`src/sv/okc_pkg.sv`:
```
// Shared types and constants for the octal keypad console controller.
// Holds the key, pending-access and command codes and the packed word layouts.
// No dependencies.
package okc_pkg;

  localparam int MICRO_PC_WIDTH = 9;
  // micro-PC bits kept from the 9-bit input field
  localparam logic [8:0] MPC_MASK = 9'((1 << MICRO_PC_WIDTH) - 1);

  localparam logic [17:0] REG_LO    = 18'h3FFC0;
  localparam logic [17:0] REG_HI    = 18'h3FFC7;
  localparam logic [17:0] EVEN_MASK = 18'h3FFFE;

  // item kinds
  localparam logic [1:0] MODE_KEY  = 2'd0;
  localparam logic [1:0] MODE_ACC  = 2'd1;
  localparam logic [1:0] MODE_STEP = 2'd2;
  localparam logic [1:0] MODE_TICK = 2'd3;

  // key codes
  localparam logic [4:0] KEY_DIGIT_MAX = 5'd7;
  localparam logic [4:0] KEY_ADD_SW    = 5'd6;
  localparam logic [4:0] KEY_ADD_PTR   = 5'd7;
  localparam logic [4:0] KEY_MAINT     = 5'd1;
  localparam logic [4:0] KEY_CLR       = 5'd8;
  localparam logic [4:0] KEY_LAD       = 5'd9;
  localparam logic [4:0] KEY_LSR       = 5'd10;
  localparam logic [4:0] KEY_DISAD     = 5'd11;
  localparam logic [4:0] KEY_VIEW      = 5'd12;
  localparam logic [4:0] KEY_DEP       = 5'd13;
  localparam logic [4:0] KEY_HALT      = 5'd14;
  localparam logic [4:0] KEY_PROCEED   = 5'd15;
  localparam logic [4:0] KEY_LOAD_BOOT = 5'd16;
  localparam logic [4:0] KEY_RUN       = 5'd17;
  localparam logic [4:0] KEY_SYSINIT   = 5'd18;
  localparam logic [4:0] KEY_CTRL      = 5'd19;

  // pending operation
  localparam logic [1:0] PEND_NONE  = 2'd0;
  localparam logic [1:0] PEND_READ  = 2'd1;
  localparam logic [1:0] PEND_WRITE = 2'd2;
  localparam logic [1:0] PEND_STEP  = 2'd3;

  // access commands
  localparam logic [2:0] ACC_NONE    = 3'd0;
  localparam logic [2:0] ACC_BUS_RD  = 3'd1;
  localparam logic [2:0] ACC_BUS_WR  = 3'd2;
  localparam logic [2:0] ACC_REG_RD  = 3'd3;
  localparam logic [2:0] ACC_REG_WR  = 3'd4;

  // cpu commands
  localparam logic [2:0] CPU_NONE  = 3'd0;
  localparam logic [2:0] CPU_HALT  = 3'd1;
  localparam logic [2:0] CPU_CONT  = 3'd2;
  localparam logic [2:0] CPU_START = 3'd3;
  localparam logic [2:0] CPU_STEP  = 3'd4;
  localparam logic [2:0] CPU_USTEP = 3'd5;
  localparam logic [2:0] CPU_BOOT  = 3'd6;
  localparam logic [2:0] CPU_INIT  = 3'd7;

  localparam int IN_DATA_W  = 72;
  localparam int OUT_DATA_W = 80;

  // input word, lowest field last
  typedef struct packed {
    logic [5:0]                pad;
    logic [15:0]               cpu_bus_data;
    logic [17:0]               cpu_bus_address;
    logic [8:0]                micro_pc;
    logic                      cpu_halted;
    logic                      access_error;
    logic [15:0]               read_data;
    logic [4:0]                key_code;
  } in_data_t;

  typedef struct packed {
    logic [1:0] mode;
    in_data_t   data;
  } in_item_t;

  // result word, lowest field last
  typedef struct packed {
    logic [2:0]  cpu_command;
    logic [15:0] access_write_data;
    logic [17:0] access_address;
    logic [2:0]  access_command;
    logic        manual_clock;
    logic        control_armed;
    logic        maintenance_light;
    logic        switch_display_light;
    logic        bus_error_light;
    logic        run_light;
    logic [15:0] switch_value;
    logic [17:0] display_value;
  } out_item_t;

  typedef struct packed {
    logic adv;   // result register can load
    logic fire;  // held word moves into the result register
  } stage_ctl_t;

endpackage

```
`src/sv/okc_in_stage.sv`:
```
// Input register of the console controller: holds one accepted word.
// Depends on okc_pkg.
module okc_in_stage (
  input  logic               clk,
  input  logic               rst_n,
  input  logic               in_valid,
  output logic               in_ready,
  input  okc_pkg::in_item_t  in_item,
  input  okc_pkg::stage_ctl_t ctl,
  output logic               held_valid,
  output okc_pkg::in_item_t  held_item
);
  import okc_pkg::*;

  logic     valid_r, valid_nxt;
  in_item_t item_r;

  assign in_ready   = !valid_r || ctl.adv;
  assign held_valid = valid_r;
  assign held_item  = item_r;

  always_comb begin
    valid_nxt = valid_r;
    if (in_ready) begin
      valid_nxt = in_valid;
    end
  end

  always_ff @(posedge clk) begin
    if (!rst_n) begin
      valid_r <= 1'b0;
    end else begin
      valid_r <= valid_nxt;
    end
  end

  always_ff @(posedge clk) begin
    if (in_ready && in_valid) begin
      item_r <= in_item;
    end
  end

endmodule

```
`src/sv/okc_core.sv`:
```
// Console state and per-word update logic: keypad decode, access and command issue.
// Depends on okc_pkg.
module okc_core (
  input  logic                clk,
  input  logic                rst_n,
  input  okc_pkg::stage_ctl_t ctl,
  input  okc_pkg::in_item_t   item,
  output okc_pkg::out_item_t  result
);
  import okc_pkg::*;

  logic [17:0] entry_r, entry_nxt;
  logic [17:0] ptr_r, ptr_nxt;
  logic [17:0] shown_r, shown_nxt;
  logic [15:0] sw_r, sw_nxt;
  logic        exam_r, exam_nxt;
  logic        dep_r, dep_nxt;
  logic        mclk_r, mclk_nxt;
  logic        prefix_r, prefix_nxt;
  logic        maint_r, maint_nxt;
  logic        err_r, err_nxt;
  logic        swl_r, swl_nxt;
  logic        run_r, run_nxt;
  logic [1:0]  pend_r, pend_nxt;

  logic [4:0]  key;
  logic        halted;
  logic [17:0] mpc;
  logic        do_plain;
  logic        acc_go, acc_wr;
  logic [17:0] acc_a;
  logic [15:0] acc_d;
  logic [2:0]  cpu_cmd;
  logic [2:0]  acc_cmd;
  logic [17:0] acc_addr;
  logic [15:0] acc_wdata;

  assign key    = item.data.key_code;
  assign halted = item.data.cpu_halted;
  assign mpc    = 18'(item.data.micro_pc & MPC_MASK);

  always_comb begin
    entry_nxt  = entry_r;
    ptr_nxt    = ptr_r;
    shown_nxt  = shown_r;
    sw_nxt     = sw_r;
    exam_nxt   = exam_r;
    dep_nxt    = dep_r;
    mclk_nxt   = mclk_r;
    prefix_nxt = prefix_r;
    maint_nxt  = maint_r;
    err_nxt    = err_r;
    swl_nxt    = swl_r;
    run_nxt    = run_r;
    pend_nxt   = pend_r;
    do_plain   = 1'b0;
    acc_go     = 1'b0;
    acc_wr     = 1'b0;
    acc_a      = REG_HI;
    acc_d      = 16'd0;
    cpu_cmd    = CPU_NONE;

    unique case (item.mode)
      MODE_KEY: begin
        if (pend_r == PEND_NONE) begin
          if (key == KEY_CTRL) begin
            prefix_nxt = !prefix_r;
          end else if (prefix_r) begin
            prefix_nxt = 1'b0;
            unique case (key)
              KEY_HALT: begin
                if (halted) begin
                  cpu_cmd  = CPU_STEP;
                  pend_nxt = PEND_STEP;
                end else begin
                  cpu_cmd = CPU_HALT;
                  acc_go  = 1'b1;
                end
              end
              KEY_PROCEED: begin
                cpu_cmd   = CPU_CONT;
                shown_nxt = 18'(sw_r);
                swl_nxt   = 1'b1;
              end
              KEY_RUN: begin
                if (halted) begin
                  acc_go    = 1'b1;
                  acc_wr    = 1'b1;
                  acc_d     = ptr_r[15:0];
                  cpu_cmd   = CPU_START;
                  shown_nxt = 18'(sw_r);
                  swl_nxt   = 1'b1;
                end
              end
              KEY_LOAD_BOOT: begin
                if (halted) begin
                  cpu_cmd   = CPU_BOOT;
                  shown_nxt = 18'(sw_r);
                  swl_nxt   = 1'b1;
                end
              end
              KEY_SYSINIT: begin
                if (halted) begin
                  cpu_cmd = CPU_INIT;
                end
              end
              KEY_ADD_PTR: begin
                entry_nxt = ptr_r + entry_r + 18'd2;
                shown_nxt = entry_nxt;
              end
              KEY_ADD_SW: begin
                entry_nxt = entry_r + 18'(sw_r);
                shown_nxt = entry_nxt;
              end
              KEY_MAINT: begin
                maint_nxt = 1'b1;
                cpu_cmd   = CPU_HALT;
                shown_nxt = mpc;
              end
              default: begin
                do_plain = (key <= KEY_SYSINIT);
              end
            endcase
          end else begin
            do_plain = (key <= KEY_SYSINIT);
          end
        end
      end
      MODE_ACC: begin
        if (pend_r == PEND_READ) begin
          entry_nxt = 18'(item.data.read_data);
          shown_nxt = 18'(item.data.read_data);
          err_nxt   = item.data.access_error;
          pend_nxt  = PEND_NONE;
        end else if (pend_r == PEND_WRITE) begin
          err_nxt  = item.data.access_error;
          pend_nxt = PEND_NONE;
        end
      end
      MODE_STEP: begin
        if (pend_r == PEND_STEP) begin
          pend_nxt = PEND_NONE;
          if (maint_r) begin
            shown_nxt = mpc;
          end else begin
            acc_go = 1'b1;
          end
        end
      end
      MODE_TICK: begin
        if (pend_r == PEND_NONE) begin
          run_nxt = !halted;
          if (run_r && halted) begin
            acc_go  = 1'b1;
            swl_nxt = 1'b0;
          end
        end
      end
      default: begin
      end
    endcase

    if (do_plain) begin
      if (maint_r) begin
        unique case (key)
          KEY_CLR: begin
            mclk_nxt  = 1'b0;
            maint_nxt = 1'b0;
            err_nxt   = 1'b0;
            swl_nxt   = 1'b0;
            cpu_cmd   = CPU_HALT;
            acc_go    = 1'b1;
          end
          KEY_DISAD: shown_nxt = item.data.cpu_bus_address;
          KEY_VIEW:  shown_nxt = 18'(item.data.cpu_bus_data);
          KEY_HALT: begin
            mclk_nxt  = 1'b1;
            cpu_cmd   = CPU_HALT;
            shown_nxt = mpc;
          end
          KEY_PROCEED: begin
            mclk_nxt = 1'b1;
            cpu_cmd  = CPU_USTEP;
            pend_nxt = PEND_STEP;
          end
          KEY_LOAD_BOOT: cpu_cmd = CPU_BOOT;
          KEY_RUN: begin
            mclk_nxt  = 1'b0;
            shown_nxt = mpc;
          end
          default: begin
          end
        endcase
      end else if (key <= KEY_DIGIT_MAX) begin
        entry_nxt = {entry_r[14:0], key[2:0]};
        shown_nxt = {entry_r[14:0], key[2:0]};
        err_nxt   = 1'b0;
        swl_nxt   = 1'b0;
      end else begin
        unique case (key)
          KEY_CLR: begin
            entry_nxt = 18'd0;
            shown_nxt = 18'd0;
            err_nxt   = 1'b0;
            swl_nxt   = 1'b0;
            exam_nxt  = 1'b0;
            dep_nxt   = 1'b0;
            maint_nxt = 1'b0;
          end
          KEY_LAD: begin
            ptr_nxt   = entry_r;
            entry_nxt = 18'd0;
            shown_nxt = 18'd0;
            err_nxt   = 1'b0;
            swl_nxt   = 1'b0;
          end
          KEY_LSR: begin
            sw_nxt    = entry_r[15:0];
            shown_nxt = 18'(entry_r[15:0]);
            swl_nxt   = 1'b1;
          end
          KEY_DISAD: begin
            shown_nxt = ptr_r;
            exam_nxt  = 1'b0;
            dep_nxt   = 1'b0;
          end
          KEY_VIEW: begin
            if (halted) begin
              if (exam_r) begin
                ptr_nxt = ptr_r + 18'd2;
              end
              acc_go   = 1'b1;
              acc_a    = ptr_nxt;
              exam_nxt = 1'b1;
              dep_nxt  = 1'b0;
            end
          end
          KEY_DEP: begin
            if (halted) begin
              if (dep_r) begin
                ptr_nxt = ptr_r + 18'd2;
              end
              acc_go   = 1'b1;
              acc_wr   = 1'b1;
              acc_a    = ptr_nxt;
              acc_d    = entry_r[15:0];
              dep_nxt  = 1'b1;
              exam_nxt = 1'b0;
            end
          end
          KEY_HALT: begin
            if (halted) begin
              cpu_cmd  = CPU_STEP;
              pend_nxt = PEND_STEP;
            end
          end
          default: begin
          end
        endcase
      end
    end

    acc_cmd   = ACC_NONE;
    acc_addr  = 18'd0;
    acc_wdata = 16'd0;
    if (acc_go) begin
      pend_nxt  = acc_wr ? PEND_WRITE : PEND_READ;
      acc_wdata = acc_wr ? acc_d : 16'd0;
      if (acc_a >= REG_LO && acc_a <= REG_HI) begin
        acc_cmd  = acc_wr ? ACC_REG_WR : ACC_REG_RD;
        acc_addr = {15'd0, acc_a[2:0]};
      end else begin
        acc_cmd  = acc_wr ? ACC_BUS_WR : ACC_BUS_RD;
        acc_addr = acc_a & EVEN_MASK;
      end
    end
  end

  always_comb begin
    result.display_value        = shown_nxt;
    result.switch_value         = sw_nxt;
    result.run_light            = run_nxt;
    result.bus_error_light      = err_nxt;
    result.switch_display_light = swl_nxt;
    result.maintenance_light    = maint_nxt;
    result.control_armed        = prefix_nxt;
    result.manual_clock         = mclk_nxt;
    result.access_command       = acc_cmd;
    result.access_address       = acc_addr;
    result.access_write_data    = acc_wdata;
    result.cpu_command          = cpu_cmd;
  end

  always_ff @(posedge clk) begin
    if (!rst_n) begin
      entry_r  <= 18'd0;
      ptr_r    <= 18'd0;
      shown_r  <= 18'd0;
      sw_r     <= 16'd0;
      exam_r   <= 1'b0;
      dep_r    <= 1'b0;
      mclk_r   <= 1'b0;
      prefix_r <= 1'b0;
      maint_r  <= 1'b0;
      err_r    <= 1'b0;
      swl_r    <= 1'b0;
      run_r    <= 1'b0;
      pend_r   <= PEND_NONE;
    end else if (ctl.fire) begin
      entry_r  <= entry_nxt;
      ptr_r    <= ptr_nxt;
      shown_r  <= shown_nxt;
      sw_r     <= sw_nxt;
      exam_r   <= exam_nxt;
      dep_r    <= dep_nxt;
      mclk_r   <= mclk_nxt;
      prefix_r <= prefix_nxt;
      maint_r  <= maint_nxt;
      err_r    <= err_nxt;
      swl_r    <= swl_nxt;
      run_r    <= run_nxt;
      pend_r   <= pend_nxt;
    end
  end

endmodule

```
`src/sv/okc_out_stage.sv`:
```
// Result register of the console controller: holds one word until taken.
// Depends on okc_pkg.
module okc_out_stage (
  input  logic                clk,
  input  logic                rst_n,
  input  okc_pkg::stage_ctl_t ctl,
  input  okc_pkg::out_item_t  result,
  output logic                out_valid,
  output okc_pkg::out_item_t  out_item
);
  import okc_pkg::*;

  logic      valid_r, valid_nxt;
  out_item_t item_r;

  assign out_valid = valid_r;
  assign out_item  = item_r;

  always_comb begin
    valid_nxt = valid_r;
    if (ctl.adv) begin
      valid_nxt = ctl.fire;
    end
  end

  always_ff @(posedge clk) begin
    if (!rst_n) begin
      valid_r <= 1'b0;
    end else begin
      valid_r <= valid_nxt;
    end
  end

  always_ff @(posedge clk) begin
    if (ctl.fire) begin
      item_r <= result;
    end
  end

endmodule

```
`src/sv/octal_keypad_console_controller_unit.sv`:
```
// Top level of the octal keypad console controller.
// Depends on okc_pkg, okc_in_stage, okc_core, okc_out_stage.
//
//   channel  tvalid/tready      tdata / tuser
//   in_      key/completion     tdata 72b item fields, tuser 2b kind
//   out_     console result     tdata 80b lamps, display, access, command
//
// One word is accepted per cycle when both registers can move.
// A word taken into the input register moves into the result register once that register can load.
// The console state is updated when a word moves into the result register.
// A stalled result holds the input register; ready falls only when both are full.
// Synchronous active-low reset clears the console state and both valid flags.
module octal_keypad_console_controller_unit (
  input  logic                            clk,
  input  logic                            rst_n,
  input  logic                            in_tvalid,
  output logic                            in_tready,
  // key_code, read_data, access_error, cpu_halted, micro_pc,
  // cpu_bus_address, cpu_bus_data, zero pad
  input  logic [okc_pkg::IN_DATA_W-1:0]   in_tdata,
  // mode
  input  logic [1:0]                      in_tuser,
  output logic                            out_tvalid,
  input  logic                            out_tready,
  // display_value, switch_value, run_light, bus_error_light,
  // switch_display_light, maintenance_light, control_armed, manual_clock,
  // access_command, access_address, access_write_data, cpu_command
  output logic [okc_pkg::OUT_DATA_W-1:0]  out_tdata
);
  import okc_pkg::*;

  in_item_t   in_item;
  in_item_t   held_item;
  logic       held_valid;
  out_item_t  result;
  out_item_t  out_item;
  stage_ctl_t ctl;

  assign in_item.mode = in_tuser;
  assign in_item.data = in_data_t'(in_tdata);

  assign ctl.adv  = !out_tvalid || out_tready;
  assign ctl.fire = held_valid && ctl.adv;

  okc_in_stage u_in (
    .clk        (clk),
    .rst_n      (rst_n),
    .in_valid   (in_tvalid),
    .in_ready   (in_tready),
    .in_item    (in_item),
    .ctl        (ctl),
    .held_valid (held_valid),
    .held_item  (held_item)
  );

  okc_core u_core (
    .clk    (clk),
    .rst_n  (rst_n),
    .ctl    (ctl),
    .item   (held_item),
    .result (result)
  );

  okc_out_stage u_out (
    .clk       (clk),
    .rst_n     (rst_n),
    .ctl       (ctl),
    .result    (result),
    .out_valid (out_tvalid),
    .out_item  (out_item)
  );

  assign out_tdata = OUT_DATA_W'(out_item);

endmodule

```
`config.mk`:
```
export PLATFORM = sky130hd
export DESIGN_NAME = octal_keypad_console_controller_unit
export DESIGN_NICKNAME = d
export VERILOG_FILES = /design/src/sv/okc_pkg.sv /design/src/sv/okc_in_stage.sv /design/src/sv/okc_core.sv /design/src/sv/okc_out_stage.sv /design/src/sv/octal_keypad_console_controller_unit.sv
export SDC_FILE = /design/constraint.sdc
export NUM_CORES = 1
export LEC_CHECK = 0
export BUFFER_PORTS_ARGS = -buffer_cell sky130_fd_sc_hd__buf_2
export CAP_MARGIN = 20
export CORE_UTILIZATION = 35
export CTS_BUF_LIST = sky130_fd_sc_hd__clkbuf_4
export CTS_CLUSTER_DIAMETER = 150
export CTS_CLUSTER_SIZE = 40
export DETAILED_ROUTE_END_ITERATION = 10
export HOLD_SLACK_MARGIN = 0.08
export PLACE_DENSITY_LB_ADDON = 0.25
export SLEW_MARGIN = 20
export SYNTH_ARGS = -nofsm -noshare
export SYNTH_HDL_FRONTEND = slang
export SYNTH_SLANG_ARGS = --single-unit
```
`constraint.sdc`:
```
create_clock -name clk -period 5 [get_ports clk]
set_input_delay 0.25 -clock clk [delete_from_list [all_inputs] [get_ports clk]]
set_output_delay 0.25 -clock clk [all_outputs]
set_load 0.01 [all_outputs]
```
==> Word level (Yosys, flattened, before mapping) <==
Cells that the tools add are included.
{ "word_totals": {"ramBits": 0, "out_inout_bits": 82, "latch_bits": 0, "mem_count": 0, "rom_bits": 0, "reg_bits": 230, "input_bits": 78, "word_cells": 258} }
{ "op_classes": {"reduce_logical": 28, "bitwise": 3, "order_cmp": 4, "n_div": 0, "muxes": 159, "n_eq_ne": 23, "add_sub_neg": 4, "n_shift": 0, "multipliers": 0} }
{ "op_table": {"columns": ["cell", "count"], "rows": [
  ["$mux 18", 27],
  ["$mux 16", 15],
  ["$pmux 18 s3", 4],
  ["$pmux 18 s2", 3],
  ["$pmux 18 s5", 1],
  ["$mux 1", 66],
  ["$mux 3", 14],
  ["$eq 5x4->1 const B", 8],
  ["$add 18x2->18 const B", 2],
  ["$mux 2", 18],
  ["$eq 5x5->1 const B", 4],
  ["$add 18x16->18", 1],
  ["$add 18x18->18", 1],
  ["$ge 18x18->1 const B", 1],
  ["$le 18x18->1 const B", 1],
  ["$pmux 3 s6", 1],
  ["$reduce_or 2->1", 9],
  ["$reduce_and 7->1", 2],
  ["$eq 5x3->1 const B", 2],
  ["$pmux 1 s2", 5],
  ["$pmux 1 s3", 3],
  ["$pmux 3 s3", 1],
  ["$eq 2x2->1 const B", 4],
  ["$reduce_or 8->1", 1],
  ["other kinds (13)", 27]
]} }

==> Longest topological paths before layout <==
Gate-level depths: netlist of the first run.
{ "logic_depth": {"ltp_word": 13, "ltp_mapped": 14, "depth_no_buf": 14} }

==> Cells and area by module <==
From an unflattened synthesis of the first run, not the netlist that was laid out.
{ "hier_totals": {"cells_unflattened": 1570, "area_unflattened_um2": 14372.5} }
{ "by_module_without_submodules": {"columns": ["module", "n_inst", "cells_per_inst", "seq_area_each_um2", "area_each_um2"], "rows": [
  ["okc_core", 1, 1406, 1601.5, 9631.7],
  ["okc_out_stage", 1, 83, 2422.3, 2438.6],
  ["okc_in_stage", 1, 79, 2242.2, 2279.7],
  ["octal_keypad_console_controller_unit", 1, 2, 0.0, 22.5]
]} }

==> Worst setup path before layout of the first run <==
Ideal clock, no wire load.
{ "synth_path": {"path_kind": "reg-to-reg", "startpoint": "register u_out.valid_r (netlist: u_out.out_valid)", "endpoint": "register u_out.item_r, in the netlist u_out.out_item[0] (enable)", "arrival_ns": 3.730, "required_ns": 4.525, "period_less_slack_ns": 4.206, "stages_incl_launch_ff": 8, "path_slack_ns": 0.794, "setup_time_ns": 0.475, "path_cell_list": "dfxtp_1 -> nor2b_1 -> nand2b_1 -> clkbuf_1 -> inv_1 -> clkbuf_1 -> clkbuf_1 -> clkbuf_1"} }
{ "synth_lines": {"columns": ["element", "line", "rtl"], "rows": [
  ["from (decl)", "okc_out_stage.sv:13", "logic valid_r, valid_nxt;"],
  ["from (signal assigned)", "okc_out_stage.sv:30", "valid_r <= valid_nxt;"],
  ["to (signal assigned)", "okc_out_stage.sv:36", "item_r <= result;"],
  ["to (decl)", "okc_out_stage.sv:14", "out_item_t item_r;"]
]} }

==> run summary, run 1 <==
worst slew pin tran: 1.18 ns
number of enable flip-flop cells after synthesis: 148
max-slew violation count: 0
drt wl/cell: 24.4 µm
CP Launch Point: u_core.entry_r[1]
Routed WL: 55.2 mm
initial antenna violation count: 2
top-area cell type share of the netlist area: 31.4%
crit path DAT: 4.55 ns
Leak Pwr: 0.00613 µW
CTS tree: yes
Nets: 1,867
clk root buf: clkbuf_4
Worst R2R End: u_out.out_item[11]
combinational share of power: 15.5%
Seq/Total Area, Yosys: 43.0%
Fillers: 4,019
Final Cycle Share: 78.9%
post-CTS setup buffers: 0
Synth Warn #: 0
post-CTS sizing: 0
share of cells above drive strength 1: 14.9%
share of power burned in registers: 64.5%
TritonRoute pass-1 iters: 6
core area: 0.0398 mm²
initial drt markers: 1,527
count of cell types in the netlist: 84
fin crit period: 3.94 ns
critical path class: flop to flop
fmax: 253 MHz
Multi-input gate area: 0.00753 mm²
FP Rows: 73
status: completed
switch share: 28.9%
cell area after layout: 0.0164 mm²
Synth Cell Area: 0.0142 mm²
DIE AREA: 0.0413 mm²
Final setup viols: 0
Syn Inst Count: 1,557
number of CTS-inserted buffers: 9
die height: 203 µm
crit-path max FO: 8
DR vias/cell: 6.05
first-pass GRT wire length: 81.5 mm
Initial Utilization: 35.6%
Startpoint Class: flop
Hold Path Class: input port to flop
die width: 203 µm
Final HPWL DP: 39.5 mm
Reg2Reg Depth: 13
gr ovfl total: 0
reg-to-reg setup timing slack: 1.06 ns
Synth Register Bits: 230
pin count of the biggest net entering global routing: 84
top post-synthesis cells by area: edfxtp_1 (31%), dfxtp_1 (12%), a21oi_1 (5.3%)
Post-synth ARST share: 0%
Crit. End Element: flop
clock transition at the registers of the reported paths: 0.40 ns
worst hold start: in_tdata[64]
DRC: 0
Worst-Skew Late Latency: 0.77 ns
Placer Congestion: 0.987
I/O Pins: 160
clock network power share: 20.0%
Final Hold Violating Endpoints: 0
Placed Cells: 2,176
Cell Pwr Density: 209 mW/mm²
Critical Path RT: 5.60 ns
number of global-route vias before repair: 12,500
Max clock buf depth: 3
slew margin rel.: 21.2%
placed inst area: 0.0156 mm²
Post-Route Skew: 0.0429 ns
Routed Antenna Nets: 0
Post-synth top flop: edfxtp_1
cell-internal power: 2430 µW
total global-route track usage: 26.0%
Hold Path End: u_in.held_item[64]
post-synth top area cell: edfxtp_1
Power Total: 3420 µW
synthesized area per cell: 9.10 µm²
via count: 13,700
number of I/O port buffers: 153
Hold Path Depth: 2
RSZ-0062 raised after global routing: no
post-synthesis net count: 1,691
Fin Setup TNS: 0 ns
Sink Count: 230
Peak VDD IR: 0.214 mV
Finished Layout Cells: 2,261
reg2reg start: u_core.entry_r[1]
H-tree depth: 1
synth-to-layout area growth: 15.6%
Sequential Area: 0.00609 mm²
Max Cap Viol: 0
net switching power: 988 µW
[final cells by class]
class / count / area share [%]
clock inverter: 2 / 0.0840
inverter: 39 / 0.909
clock buffer: 11 / 0.504
tap: 525 / 4.01
antenna: 1 / 0.0153
timing repair buffer: 275 / 11.4
multi-input combinational: 1178 / 46.0
sequential: 230 / 37.2
[worst max path at each step]
stage	endpoint
final	u_out.out_item[11]
after global routing	u_core.shown_r[0]
after CTS	u_out.out_item[11]
after detailed placement	u_out.out_item[11]
after global placement	u_out.out_item[11]
after floorplan	u_out.out_item[0]
[cells by family after synthesis]
family	after synthesis	synth area share [%]
compound gates	599	27.9
mux	40	2.97
simple gates	463	15.9
fa+ha+maj	56	5.05
xor+xnor	20	1.24
flops	230	43.0
buf+inv	149	4.08
[state kept, by name, summed over array words and instances (netlist names), 2 cells and up]
name and count:
u_core.pend_r 2, u_out.out_item 80, u_in.held_item 68, u_core.entry_r 18, u_core.shown_r 18, u_core.ptr_r 18
u_core.sw_r 16
[cells in the mapped netlist (16+ instances only)]
library cell  instances
mux2_2               16
a21oi_1             151
nor2_1              133
nand2_1             134
nand3_1              28
nor2b_1              31
mux2i_1              24
a22o_1               18
nor3_1               28
ha_1                 54
clkbuf_1             88
inv_1                38
a31oi_1              27
dfxtp_1              82
a221oi_1             18
edfxtp_1            148
o21ai_0             145
a22oi_1              42
[worst max-delay path, cell delays in order, from the launching register on]
cell,delay (ns)
dfxtp_1,0.74
inv_1,0.24
ha_1,0.33
inv_1,0.04
ha_1,0.22
inv_1,0.08
fa_1,0.21
nor2b_1,0.07
o31ai_1,0.50
a211oi_1,0.22
or3_1,0.41
a31oi_1,0.25
a211oi_1,0.16
or2_2,0.32
[cells in the final DEF (no fill, tap or decap), types with 16 or more instances in the layout]
cell type        n
a21oi_1        151
a221oi_1        18
a22o_1          18
a22oi_1         42
a31oi_1         27
buf_2          153
buf_4           51
dfxtp_1         82
dlygate4sd3_1   71
edfxtp_1       148
ha_1            54
inv_1           37
mux2_2          16
mux2i_1         24
nand2_1        134
nand3_1         28
nor2_1         133
nor2b_1         31
nor3_1          28
o21ai_0        145
[power by group through the flow]
stage | logic, µW | clock network [µW] | registers (µW)
after floorplan | 289 | 0 | 2210
after global placement | 469 | 0 | 2230
after detailed placement | 473 | 0 | 2240
after CTS | 517 | 705 | 2200
after global routing | 568 | 756 | 2210
final | 528 | 685 | 2200
[per-layer routing]
| metal | track usage, % | wire (µm) | vias to the layer above | part of all wire (%) |
|---|---|---|---|---|
| met3 | 3.20 | 4130 | 103 | 7.5 |
| met2 | 41.1 | 24600 | 675 | 45 |
| met4 | 8.51 | 1960 | 4 | 3.5 |
| met5 | 0 | 29 | - | 0.053 |
| met1 | 36.7 | 24400 | 6615 | 44 |
| li1 | - | - | 6280 | - |
[timing repair]
| action | CTS | global route |
|---|---|---|
| hold endpoints to repair | 81 | 0 |
| hold buffers | 71 | 0 |
| setup endpoints to repair | 0 | 0 |
[through the flow]
stage	hold WS, ns	util [%]	worst slack [ns]
3_3_place_gp	0.428	39.1	1.27
5_1_grt	0.116	41.1	0.993
2_1_floorplan	0.349	-	0.794
6_report	0.153	41.1	1.06
3_5_place_dp	0.428	39.1	1.22
4_1_cts	0.128	41.1	1.16
Note: power is estimated with default switching activity, not from simulation.
==> run 2: changes to the inputs <==
==> constraint.sdc (replaced) <==
create_clock -name clk -period 3.6 [get_ports clk]
set_input_delay 0.18 -clock clk [delete_from_list [all_inputs] [get_ports clk]]
set_output_delay 0.18 -clock clk [all_outputs]
set_load 0.01 [all_outputs]
==> run summary, run 2 (synthesis gave the netlist of run 1 again) <==
number of CTS-inserted buffers: 9
DIE AREA: 0.0413 mm²
Fin Setup TNS: 0 ns
Sink Count: 230
critical path class: flop to flop
commonest non-fill, non-tap cell in the layout: buf_2
DR vias/cell: 5.89
Max Cap Viol: 0
Final HPWL DP: 41.9 mm
fin crit period: 3.47 ns
CTS tree: yes
via count: 14,000
crit path cell chain: ha_1 -> inv_1 -> fa_1 -> nor2b_1 -> o31a_1 -> o31ai_1 -> a31oi_1 -> o31ai_1 -> mux2i_1 -> o21ai_0 -> a21oi_1
slew margin rel.: 34.9%
share of cells above drive strength 1: 17.7%
crit path DAT: 4.18 ns
CP max stage delay: 0.54 ns
core area: 0.0398 mm²
Routed WL: 56.3 mm
Leak Pwr: 0.00668 µW
gr ovfl total: 0
Initial Utilization: 35.6%
Routed Antenna Nets: 0
number of global-route vias before repair: 13,100
Startpoint Class: flop
fmax: 288 MHz
Final Cycle Share: 96.4%
initial drt markers: 1,317
number of I/O port buffers: 153
Worst-Skew Late Latency: 0.77 ns
post-CTS setup buffers: 0
RSZ-0062 raised after global routing: no
synth-to-layout area growth: 22.6%
DRC: 0
die width: 203 µm
Hold Path Class: input port to flop
TritonRoute pass-1 iters: 6
clk root buf: clkbuf_4
Final Util: 43.6%
Largest register FFs: 80
Nets: 1,981
CP max-delay cell: mux2i_1
Power Total: 4800 µW
I/O Pins: 160
Critical Path RT: 4.31 ns
Cell Pwr Density: 276 mW/mm²
status: completed
total global-route track usage: 26.6%
Final setup viols: 0
Max clock buf depth: 3
Final Hold Violating Endpoints: 0
first-pass GRT wire length: 83.5 mm
Peak VDD IR: 0.340 mV
worst slew pin tran: 0.977 ns
crit-path max FO: 4
max-slew violation count: 0
initial antenna violation count: 2
Post-Route Skew: 0.0682 ns
Placer Congestion: 1.00
clock transition at the registers of the reported paths: 0.41 ns
most used cells in the layout excluding fill and tap cells: buf_2 (153), a21oi_1 (151), edfxtp_1 (148)
drt wl/cell: 23.7 µm
Crit. End Element: flop
cell mode on critical path: o31ai_1
pin count of the biggest net entering global routing: 75
Fillers: 3,922
FP Rows: 73
H-tree depth: 1
die height: 203 µm
run 2: cell types whose count changed in the layout (fill, tap and decap cells not counted):
cell,previous run,this run
a221oi_1,18,17
a221oi_2,0,1
buf_12,0,2
buf_4,51,119
clkinv_1,1,2
clkinv_2,1,0
diode_2,1,3
dlygate4sd3_1,71,115
o32ai_2,0,1
o32ai_4,1,0
run 2: timing repair:
item | CTS | global route
hold buffers | 115 | 0
resized for setup | 0 | 1
setup endpoints to repair | 0 | 2
endpoints found under the hold margin | 91 | 0
run 2: path summary, 6_finish.rpt:
check	endpoint	slack, ns	from	cells past startpoint
worst min-delay path	u_in.held_item[45]	0.14	in_tdata[45]	2
worst max register to register	u_core.entry_r[14]	0.13	u_core.sw_r[0]	11
worst max-delay path	u_core.entry_r[14]	0.13	u_core.sw_r[0]	11
worst min register to register	u_core.err_r	0.48	u_core.err_r	2
run 2: metal layers:
metal | vias to the layer above | routed length [µm] | global-route usage [%] | share of wire (%)
li1 | 6503 | - | - | -
met1 | 6665 | 24200 | 36.5 | 43
met2 | 729 | 25000 | 42.2 | 44
met3 | 102 | 4730 | 3.90 | 8.4
met4 | 0 | 2420 | 10.2 | 4.3
met5 | - | 0 | 0 | 0
run 2: through the flow:
step / instance area (µm²) / setup slack [ns] / cells / hold slack (ns)
6_report: 17400 / 0.128 / 2377 / 0.142
5_1_grt: 17400 / 0.0202 / 2375 / 0.0967
4_1_cts: 17400 / 0.160 / 2374 / 0.0815
3_5_place_dp: 16100 / 0.232 / 2246 / 0.358
3_3_place_gp: 16100 / 0.248 / 2246 / 0.357
2_1_floorplan: 14200 / 0.639 / 1557 / 0.279
run 2: final cells by class:
type	count	area [µm²]	area share, %
multi-input cells	1178	7520	43.3
flip-flops and latches	230	6090	35.0
inverters	39	149	0.857
clock buffers	11	82.6	0.476
diodes	3	7.51	0.0432
well taps	525	657	3.78
repair buffers	389	2850	16.4
clock inverters	2	12.5	0.0721
run 2: worst max-delay path, delay by kind of cell, from the launching register on:
kind | cells | cell delay [ns]
AO/OA/AOI/OAI | 6 | 1.70
multiplexers | 1 | 0.54
flip-flops | 1 | 0.51
adder cells (fa/ha/maj) | 2 | 0.48
buffers and inverters | 1 | 0.09
AND/OR/NAND/NOR | 1 | 0.08
run 2: report_power, final:
group | switching, µW | internal, µW | total [µW]
registers | 92.5 | 2930 | 3030
logic | 487 | 346 | 833
clock network | 793 | 148 | 941
total | 1370 | 3430 | 4800
